==> config.mk <==
export PLATFORM = sky130hd
export DESIGN_NAME = pba_mod
export DESIGN_NICKNAME = d
export VERILOG_FILES = /design/src/rtl/pba_pkg.sv /design/src/rtl/pba_mod.sv
export SDC_FILE = /design/constraint.sdc
export NUM_CORES = 1
export LEC_CHECK = 0
export ABC_CLOCK_PERIOD_IN_PS = 5500
export CORE_UTILIZATION = 54
export DETAILED_ROUTE_END_ITERATION = 16
export DONT_BUFFER_PORTS = 1
export PLACE_DENSITY = 0.66
export REMOVE_ABC_BUFFERS = 1
export SYNTH_ARGS = -nofsm -noshare
export SYNTH_HDL_FRONTEND = slang
export SYNTH_SLANG_ARGS = --single-unit
==> constraint.sdc <==
create_clock -name clk -period 5.5 [get_ports clk]
set_input_delay 1.1 -clock clk [delete_from_list [all_inputs] [get_ports clk]]
set_output_delay 1.1 -clock clk [all_outputs]
set_load 0.005 [all_outputs]
==> src/rtl/pba_pkg.sv <==
// Shared constants for the port bitmap allocator.
package pba_pkg;

  // Field widths
  localparam int PORT_W  = 16;
  localparam int START_W = 11;
  localparam int STAT_W  = 2;

  // Bitmap row width and bit index width inside a row
  localparam int WORD_W = 32;
  localparam int BIT_W  = $clog2(WORD_W);

  // Default sizing
  localparam int DEF_MAX_PORTS  = 2048;
  localparam int DEF_ADDR_SLOTS = 4;

  // Register reset values
  localparam logic [PORT_W-1:0] MIN_PORT_RST = 16'd11501;
  localparam logic [PORT_W-1:0] MAX_PORT_RST = 16'd12560;

  // Register indexes
  localparam logic REG_MIN_PORT = 1'b0;
  localparam logic REG_MAX_PORT = 1'b1;

  // Commands
  localparam logic CMD_ALLOC   = 1'b0;
  localparam logic CMD_RELEASE = 1'b1;

  // Result status codes
  localparam logic [STAT_W-1:0] ST_DONE  = 2'd0;
  localparam logic [STAT_W-1:0] ST_FULL  = 2'd1;
  localparam logic [STAT_W-1:0] ST_RANGE = 2'd2;

endpackage

==> src/rtl/pba_mod.sv <==
// Bit-serial remainder unit: start offset modulo window size.
module pba_mod
  import pba_pkg::*;
#(
  parameter int N_W = 12
) (
  input  logic               clk,
  input  logic               rst_n,
  input  logic               go,
  input  logic [START_W-1:0] dvd,
  input  logic [N_W-1:0]     n,
  output logic               done,
  output logic [N_W-1:0]     rem
);

  localparam int RW    = N_W + 1;
  localparam int CW    = (N_W > START_W) ? N_W : START_W;
  localparam int CNT_W = $clog2(START_W);

  logic              busy_r;
  logic              done_r;
  logic [CNT_W-1:0]  cnt_r;
  logic [START_W-1:0] dvd_r;
  logic [RW-1:0]     rem_r;
  logic [N_W-1:0]    n_r;
  logic [RW-1:0]     sh;
  logic [RW-1:0]     step;

  // One restoring step: shift in the next dividend bit, subtract if it fits
  always_comb begin
    sh   = {rem_r[RW-2:0], dvd_r[START_W-1]};
    step = (sh >= RW'(n_r)) ? (sh - RW'(n_r)) : sh;
  end

  // Control: skip the loop when the offset already lies inside the window
  always_ff @(posedge clk) begin
    if (!rst_n) begin
      busy_r <= 1'b0;
      done_r <= 1'b0;
      cnt_r  <= '0;
    end else begin
      done_r <= 1'b0;
      if (go) begin
        cnt_r <= '0;
        if (CW'(dvd) < CW'(n)) begin
          done_r <= 1'b1;
        end else begin
          busy_r <= 1'b1;
        end
      end else if (busy_r) begin
        cnt_r <= cnt_r + CNT_W'(1);
        if (cnt_r == CNT_W'(START_W - 1)) begin
          busy_r <= 1'b0;
          done_r <= 1'b1;
        end
      end
    end
  end

  // Datapath
  always_ff @(posedge clk) begin
    if (go) begin
      n_r   <= n;
      dvd_r <= dvd;
      if (CW'(dvd) < CW'(n)) begin
        rem_r <= RW'(dvd);
      end else begin
        rem_r <= '0;
      end
    end else if (busy_r) begin
      dvd_r <= {dvd_r[START_W-2:0], 1'b0};
      rem_r <= step;
    end
  end

  assign done = done_r;
  assign rem  = N_W'(rem_r);

endmodule

==> results.yml, run 1 <==
global_routing:
  first_global_vias: 1893
  antenna_found_initial: 0
  grt_max_degree: 42
  gr-usage-all-layers_pct: 23.0
  grt_pass1_wl_um: 9010
  grt_overflow: 0
synthesis:
  async_flop_share_pct: 0
  synth-seq-cells: 41
  ys_seq_area_share_pct: 44.1
  netlist_area_um2: 2660
  synth_area_per_cell_um2: 10.5
  synth.distinct_cells: 46
  ys_warn_count: 0
  syn_inst: 254
  synth_ff_type: "edfxtp_1"
  synth_edf_count: 35
job:
  max_cap_viol_count: 0
worst_setup_path:
  worst_ep_required_time_ns: 5.65
  rr_worst_depth: 6
  crit_fanout: 12
  critPathCaptureType: "register"
  reg2reg_slack_ns: 2.71
  crit_top_cell: "a21o_1"
  r2r_start: "rem_r[5]$_DFFE_PP_"
  critical_path.cell_chain: "inv_1 -> ha_1 -> a21o_1 -> a21o_1 -> a211o_1 -> a22oi_1 -> a21oi_1 -> a31oi_1"
  r2r_end: "rem_r[3]$_DFFE_PP_"
  critPathLaunchType: "input pin"
  slowest_delay_ns: 0.84
  critPathKind: "input pin to register"
  arrival_ns: 3.22
  critical_path.slowest_cell: "a22oi_1"
die:
  start_util_pct: 56.3
  die_area_um2: 5210
  die_w_um: 72.2
  die_h_um: 72.2
  num_rows: 25
  io_pins: 39
  core_area_um2: 4720
place:
  port_buffers: 0
  gp_congestion: 0.800
  place_worst_setup_slack_ns: 2.16
  place_hpwl_um: 4150
sta:
  clock-skew-final_ns: 0.0101
  worst-slew-pin-transition_ns: 1.11
  min_period_ns: 3.07
  finalSetupViolations: 0
  finalSetupTns_ns: 0
  hold_viol_final: 0
  finalCritPeriodShare_pct: 55.8
  final_max_slew_viol_count: 0
  slew_headroom_pct: 25.4
  holdWs_ns: 0.523
  rsz0062_at_grt: "false"
  max_freq_mhz: 326
  setup_ws_ns: 2.43
clocking:
  clock_sinks: 41
  cts-resized-gates: 0
  cts_made_buffers: 5
  cts_tree: "built"
  root_buffer: "clkbuf_8"
  cts_hold_buf: 0
  clock_path_buffers: 2
  h-tree-depth: 2
  clk-insertion-delay-late_ns: 0.30
  postCtsSetupBuffers: 0
  cts.clk_slew.worst_paths_ns: 0.08
routing:
  drt_iter0_drc: 168
  drc: 0
  drt_pass1_iterations: 4
  vias: 1931
  antenna_left: 0
  wl_per_cell_um: 17.9
  viasPerCell: 6.05
  routed_wl_um: 5700
final_layout:
  seq_area_um2: 1170
  final_cell_mix: "edfxtp_1 (35), inv_1 (26), ha_1 (24), nor2_1 (18), nand3_1 (13)"
  nNetsFinal: 302
  syn_to_final_growth_pct: 6.26
  final_common_cell: "edfxtp_1"
  fillerInstances: 399
  diodes: 0
  drive_gt1_share_pct: 9.52
  multi_input_area_um2: 1340
pwr:
  powerDensity_nw_per_um2: 357
  vdd_ir_drop_max_mv: 0.208
  p_leak_nw: 1.16
worst_hold_path:
  hold_path.startpoint: "cnt_r[3]$_SDFFE_PP0P_"
  hold_depth: 2
  hold_end: "cnt_r[3]$_SDFFE_PP0P_"
  hp-class: "register to register"
outcome:
  status: "complete, no violations"
[synthesized netlist by cell type, types with 2 or more instances]
master	instances	share of area, %
o31a_1	2	0.66
mux2_2	9	3.8
xnor2_1	8	2.6
a211o_1	3	0.99
nand2b_1	4	0.94
dfxtp_1	6	4.5
o21bai_1	2	0.56
inv_1	26	3.7
clkbuf_1	6	0.85
a2111oi_2	2	1.1
o21ai_0	7	1.3
a211oi_1	7	2.0
edfxtp_1	35	40
nor2_1	18	2.5
nor4_1	2	0.47
o211ai_1	5	1.4
nor2b_1	2	0.47
buf_2	2	0.38
a21o_1	9	2.5
xor2_1	3	0.99
a21oi_1	9	1.7
nand4_1	5	1.2
a22oi_1	3	0.85
ha_1	24	11
a31oi_1	4	0.94
nand3_1	13	2.4
o21a_1	2	0.56
nor3_1	7	1.3
o31ai_1	4	1.1
nand2_1	9	1.3
[metal layers]
layer	vias to the layer above	GRT usage, %	routed length, um
met5	-	0	0
met4	0	8.93	116
met3	11	7.08	389
met2	56	36.2	2740
met1	924	29.7	2460
li1	940	-	-
[through the flow]
stage | area [um^2] | utilization [%] | cells | total power, W
after floorplan | 2610 | - | 244 | 0.000659
after global placement | 2690 | 57.0 | 311 | 0.000721
after CTS | 2820 | 59.8 | 319 | 0.00101
after global routing | 2820 | 59.8 | 319 | 0.00106
final | 2820 | 59.8 | 319 | 0.00101
after detailed placement | 2690 | 57.0 | 311 | 0.000724
[critical path: cells and delay by family]
kind	cells	cell delay [ns]
fa+ha+maj	1	0.28
compound gates	6	1.82
buf+inv	1	0.02
[how the worst max path moves through the flow]
| stage | start | end | cells past startpoint |
|---|---|---|---|
| after floorplan | n[5] | rem_r[3]$_DFFE_PP_ | 8 |
| after global placement | n[5] | rem_r[5]$_DFFE_PP_ | 8 |
| after detailed placement | n[5] | rem_r[6]$_DFFE_PP_ | 8 |
| after CTS | n[5] | rem_r[5]$_DFFE_PP_ | 8 |
| after global routing | n[5] | rem_r[6]$_DFFE_PP_ | 8 |
| final | n[5] | rem_r[5]$_DFFE_PP_ | 8 |
[power by group]
group          switching [W]  total [W]  internal, W  leakage, nW
clock network       0.000109   0.000289     0.000180       0.0681
registers          0.0000275   0.000412     0.000385        0.395
logic               0.000174   0.000307     0.000133        0.693
total               0.000311    0.00101     0.000698         1.16
[area by class of cell]
class | count | share of cell area [%]
clock inverter | 3 | 2.30
multi-input combinational | 177 | 47.4
inverter | 26 | 3.46
clock buffer | 5 | 2.44
sequential | 41 | 41.5
tap | 67 | 2.97
[registers in the layout (all words and copies together), names as in the netlist]
| name | flops |
|---|---|
| n_r | 12 |
| rem_r | 12 |
| dvd_r | 11 |
| cnt_r | 4 |
| busy_r | 1 |
| done | 1 |
[kinds of logic (layout without fill, tap and decap cells)]
| kind of cell | count (synthesis) | after routing | share of synthesized area (%) |
|---|---|---|---|
| AO/OA/AOI/OAI | 64 | 64 | 17.6 |
| XOR/XNOR | 11 | 11 | 3.63 |
| adder cells (fa/ha/maj) | 25 | 25 | 12.1 |
| buffers and inverters | 36 | 34 | 5.60 |
| flip-flops | 41 | 41 | 44.1 |
| multiplexers | 9 | 9 | 3.81 |
| AND/OR/NAND/NOR | 68 | 68 | 13.3 |
Power figures use the tool's default switching activity.
==> run 2: changes to the inputs <==
Settings changed: ABC_CLOCK_PERIOD_IN_PS 5500 to 2500, PLACE_DENSITY 0.66 to 0.69.
Clock period 5.5 ns to 2.5 ns, I/O delays scaled along.
==> run 2 against run 1 <==
  * Sequential share of layout area shrank 3.7 points
  * Register-to-register slack worse by 2.7 ns
  * Highest routed layer unchanged
  * Die area is the same
  * Via count increased by 6.3%
  * Final cell count is 9.7% higher
  * Clock-buffer cell count up 2
  * Design area up 9.8%
  * Critical path depth is 2 higher
  * Total power rose by 130%
  * First-iteration DRC count fell by 21%
  * Sequential cell count unchanged
==> results.yml, run 2 (same netlist as run 1, synthesis figures left out) <==
final_layout:
  diodes: 0
  reg_top3: "n_r: 12 flops, rem_r: 12 flops, dvd_r: 11 flops"
  final_common_cell: "edfxtp_1"
  final_area_um2: 3100
  fillerInstances: 368
  drive_gt1_share_pct: 21.6
  final_cell_mix: "edfxtp_1 (35), buf_4 (31), inv_1 (25), ha_1 (23), nor2_1 (18)"
  syn_to_final_growth_pct: 16.7
  nNetsFinal: 333
place:
  gp_congestion: 0.900
  place_worst_setup_slack_ns: -0.115
  place_area_um2: 2910
  place_hpwl_um: 4320
  port_buffers: 0
routing:
  viasPerCell: 5.86
  drt_iter0_drc: 133
  wl_per_cell_um: 16.7
  antenna_left: 0
  drt_pass1_iterations: 4
  routed_wl_um: 5830
  vias: 2052
  drc: 0
worst_hold_path:
  hold_depth: 0
  hp-class: "input pin to register"
die:
  io_pins: 39
  core_area_um2: 4720
  die_w_um: 72.2
  num_rows: 25
  start_util_pct: 56.3
  die_area_um2: 5210
  die_h_um: 72.2
clocking:
  clk-insertion-delay-late_ns: 0.29
  clock_sinks: 41
  cts_hold_buf: 0
  cts.clk_slew.worst_paths_ns: 0.09
  cts_tree: "built"
  h-tree-depth: 2
  root_buffer: "clkbuf_8"
  cts_made_buffers: 5
  clock_path_buffers: 2
pwr:
  vdd_ir_drop_max_mv: 0.368
  p_leak_nw: 1.30
  power_w: 0.00232
  powerDensity_nw_per_um2: 747
worst_setup_path:
  worst_ep_required_time_ns: 2.55
  critPathCaptureType: "register"
  r2r_end: "rem_r[8]$_DFFE_PP_"
  critPathLaunchType: "register"
  critical_path.cell_chain: "inv_1 -> ha_2 -> inv_2 -> fa_2 -> a21o_1 -> a31o_4 -> a2111oi_4 -> nor4_2 -> a211oi_1 -> o21ai_1"
  r2r_start: "dvd_r[10]$_DFFE_PP_"
  critical_path.slowest_cell: "edfxtp_1"
  arrival_ns: 2.54
  worstSetupStartpoint: "dvd_r[10]$_DFFE_PP_"
  reg2reg_slack_ns: 0.007
  slowest_delay_ns: 0.42
  critPathKind: "register to register"
  rr_worst_depth: 10
  crit_fanout: 3
  crit_end: "rem_r[8]$_DFFE_PP_"
global_routing:
  grt_pass1_wl_um: 9180
  grt_overflow: 0
  antenna_found_initial: 0
  use_met3_pct: 5.56
  grt_busiest_layer: "met2"
  first_global_vias: 1985
  grtUsageMet1_pct: 30.5
  grt_max_degree: 42
  gr-usage-all-layers_pct: 23.2
  gr-usage-met2_pct: 36.9
sta:
  final_max_slew_viol_count: 0
  min_period_ns: 2.49
  finalCritPeriodShare_pct: 99.7
  rsz0062_at_grt: "true"
  worst-slew-pin-transition_ns: 0.662
  finalSetupViolations: 0
  setup_ws_ns: 0.00695
  holdWs_ns: 0.295
  slew_headroom_pct: 55.5
  max_freq_mhz: 401
  clock-skew-final_ns: 0.00899
  hold_viol_final: 0
job:
  max_cap_viol_count: 0
outcome:
  status: "complete, no violations"
[run 2: cell types whose count changed in the layout (fill, tap and decap cells not counted), moves of 2 or more]
cell | previous run | this run
o21ai_0 | 7 | 5
bufinv_16 | 2 | 0
buf_4 | 0 | 31
o21ai_1 | 1 | 3
a2111oi_2 | 2 | 0
a2111oi_4 | 0 | 2
[run 2: worst min path at each step]
| stage | from | endpoint |
|---|---|---|
| 2_1_floorplan | cnt_r[3]$_SDFFE_PP0P_ | cnt_r[3]$_SDFFE_PP0P_ |
| 5_1_grt | n[1] | n_r[1]$_DFFE_PP_ |
| 6_report | n[1] | n_r[1]$_DFFE_PP_ |
| 3_5_place_dp | cnt_r[1]$_SDFFE_PP0P_ | cnt_r[1]$_SDFFE_PP0P_ |
| 3_3_place_gp | cnt_r[3]$_SDFFE_PP0P_ | cnt_r[3]$_SDFFE_PP0P_ |
| 4_1_cts | n[1] | n_r[1]$_DFFE_PP_ |
[run 2: area by class of cell]
cell class / instances / area, um^2 / area share (%)
Timing Repair Buffer: 31 / 233 / 7.50
Tap cell: 67 / 83.8 / 2.70
Sequential cell: 41 / 1170 / 37.8
Clock buffer: 7 / 108 / 3.47
Inverter: 26 / 97.6 / 3.15
Clock inverter: 1 / 6.26 / 0.202
Multi-Input combinational cell: 177 / 1400 / 45.2
[run 2: what timing repair did]
action	4_1_cts	5_1_grt
setup buffers	0	2
pin swaps	4	6
gates resized for setup	6	6
endpoints found under the hold margin	0	0
setup endpoints to repair	6	3
[run 2: where the power goes]
group	switching (W)	internal, W	leakage [nW]	total [W]
Clock	0.000236	0.000285	0.0599	0.000521
Combinational	0.000467	0.000444	0.850	0.000911
Sequential	0.0000402	0.000845	0.395	0.000886
Total	0.000743	0.00157	1.30	0.00232
[run 2: stage by stage]
stage / std cells / setup TNS [ns] / utilization [%]
final: 350 / 0 / 65.7
after global routing: 350 / -0.103 / 65.7
after CTS: 348 / 0 / 64.9
after detailed placement: 340 / -0.251 / 61.6
after global placement: 340 / -0.0710 / 61.6
after floorplan: 244 / 0 / -
[run 2: critical path: cells and delay by family (launching register included)]
kind,cells,cell delay (ns)
flops,1,0.42
compound gates,5,1.14
simple gates,1,0.07
buf+inv,2,0.12
fa+ha+maj,2,0.51
[run 2: layer usage]
metal / share of wire (%) / vias up
met5: 0 / -
met4: 1.7 / 0
met3: 5.6 / 10
met2: 49 / 51
met1: 44 / 986
li1: - / 1005
==> run 3: changes to the inputs <==
Settings changed: CORE_ASPECT_RATIO from default to 0.8, CORE_UTILIZATION 54 to 43, PLACE_DENSITY 0.69 to 0.57.
==> run 3 against run 2 <==
  * Die area is 25% higher
  * Global-route usage is 2.4 points lower
  * Combinational power is 7.5% lower
  * Clock skew is 0.00080 ns higher
  * Sequential share of layout area is 1.2 points higher
  * Non-clock buffer count is 10 lower
  * Critical path depth stayed put
  * Sequential cell count stayed put
  * Register-to-register slack better by 0.02 ns
  * Clock power is 15% lower
  * Utilization is 15 points lower
  * Critical endpoint is now rem_r[10]$_DFFE_PP_
  * Largest power group is now sequential cells
==> results.yml, run 3 (same netlist as run 1, synthesis figures left out) <==
outcome:
  status: "complete, no violations"
clocking:
  h-tree-depth: 2
  root_buffer: "clkbuf_8"
  clock_path_buffers: 2
  clock_sinks: 41
  cts_tree: "built"
  clk-insertion-delay-late_ns: 0.30
  cts_made_buffers: 5
  cts.clk_slew.worst_paths_ns: 0.09
global_routing:
  gr-usage-all-layers_pct: 20.8
  first_global_vias: 1981
  grt_max_degree: 42
  antenna_found_initial: 0
  grt_overflow: 0
  grt_pass1_wl_um: 10300
sta:
  slew_headroom_pct: 58.3
  finalSetupViolations: 0
  rsz0062_at_grt: "true"
  max_freq_mhz: 405
  min_period_ns: 2.47
  hold_viol_final: 0
  worst-slew-pin-transition_ns: 0.626
  final_max_slew_viol_count: 0
  clock-skew-final_ns: 0.00979
  finalCritPeriodShare_pct: 98.8
routing:
  antenna_left: 0
  wl_per_cell_um: 18.1
  vias: 2009
  routed_wl_um: 6400
  viasPerCell: 5.68
  drc: 0
  drt_pass1_iterations: 4
  drt_iter0_drc: 120
worst_hold_path:
  hp-class: "input pin to register"
  hold_depth: 0
  hold_path.startpoint: "n[9]"
  hold_end: "n_r[9]$_DFFE_PP_"
final_layout:
  nNetsFinal: 323
  stdcell_count: 354
  fillerInstances: 557
  syn_to_final_growth_pct: 13.0
  final_common_cell: "edfxtp_1"
  reg_top3: "n_r: 12 flops, rem_r: 12 flops, dvd_r: 11 flops"
  final_core_utilization_pct: 50.5
  diodes: 0
  drive_gt1_share_pct: 18.3
  final_cell_mix: "edfxtp_1 (35), inv_1 (25), ha_1 (22), buf_4 (21), nor2_1 (18)"
worst_setup_path:
  worst_ep_required_time_ns: 2.55
  reg2reg_slack_ns: 0.03
  critPathLaunchType: "register"
  crit_fanout: 3
  critPathKind: "register to register"
  r2r_end: "rem_r[10]$_DFFE_PP_"
  rr_worst_depth: 10
  critPathCaptureType: "register"
  arrival_ns: 2.52
  r2r_start: "dvd_r[10]$_DFFE_PP_"
pwr:
  vdd_ir_drop_max_mv: 0.247
  p_leak_nw: 1.24
  power_w: 0.00218
  powerDensity_nw_per_um2: 727
die:
  die_h_um: 72.3
  die_area_um2: 6500
  core_area_um2: 5940
  die_w_um: 89.9
  num_rows: 25
  start_util_pct: 44.7
  io_pins: 39
place:
  dp_cells: 343
  place_hpwl_um: 4540
  gp_congestion: 0.831
  port_buffers: 0
job:
  max_cap_viol_count: 0
run 3: routing by layer:
metal	wire length (um)	track usage (%)
met4	91	6.09
met5	0	0
met3	455	6.39
met2	2730	30.7
met1	3120	29.4
run 3: cell type report:
class	count	area (um^2)	share of cell area, %
Clock inverter	3	17.5	0.583
Inverter	26	97.6	3.25
Multi-Input combinational cell	177	1390	46.3
Timing Repair Buffer	21	158	5.25
Sequential cell	41	1170	39.0
Clock buffer	5	68.8	2.29
Tap cell	81	101	3.37
run 3: critical path, stage by stage (launching register included):
cell and delay, ns:
edfxtp_1 0.39, inv_1 0.07, ha_2 0.18, inv_2 0.04, fa_2 0.35, a21o_1 0.21
a31o_4 0.25, a2111oi_4 0.39, nor4_2 0.07, a211oi_1 0.20, o21ai_1 0.08
run 3: timing repair:
item                                   CTS  global route
endpoints found under the hold margin    0             0
pin swaps                                2            13
resized for setup                        4             7
hold buffers                             0             0
setup endpoints to repair                2             6
buffers inserted                         0             3
run 3: how the worst max path moves through the flow:
| stage | slack [ns] | cells past startpoint | to | start |
|---|---|---|---|---|
| 6_report | 0.03 | 10 | rem_r[10]$_DFFE_PP_ | dvd_r[10]$_DFFE_PP_ |
| 5_1_grt | -0.07 | 11 | rem_r[10]$_DFFE_PP_ | dvd_r[10]$_DFFE_PP_ |
| 4_1_cts | 0.006 | 10 | rem_r[8]$_DFFE_PP_ | dvd_r[10]$_DFFE_PP_ |
| 3_5_place_dp | -0.13 | 10 | rem_r[10]$_DFFE_PP_ | dvd_r[10]$_DFFE_PP_ |
| 3_3_place_gp | -0.07 | 10 | rem_r[8]$_DFFE_PP_ | dvd_r[10]$_DFFE_PP_ |
| 2_1_floorplan | 0.01 | 10 | rem_r[10]$_DFFE_PP_ | dvd_r[10]$_DFFE_PP_ |
run 3: stage by stage:
| stage | worst slack [ns] | TNS [ns] | area [um^2] | hold WS [ns] |
|---|---|---|---|---|
| after floorplan | 0.0103 | 0 | 2610 | 0.471 |
| after global placement | -0.0731 | -0.131 | 2840 | 0.494 |
| after detailed placement | -0.126 | -0.236 | 2840 | 0.499 |
| after CTS | 0.00640 | 0 | 2970 | 0.276 |
| after global routing | -0.0717 | -0.109 | 3000 | 0.270 |
| final | 0.0299 | 0 | 3000 | 0.285 |
run 3: where the power goes:
group | internal [W] | switching, W | total [W]
clock | 0.000193 | 0.000249 | 0.000442
sequential | 0.000846 | 0.0000528 | 0.000899
combinational | 0.000395 | 0.000449 | 0.000843
total | 0.00143 | 0.000751 | 0.00218
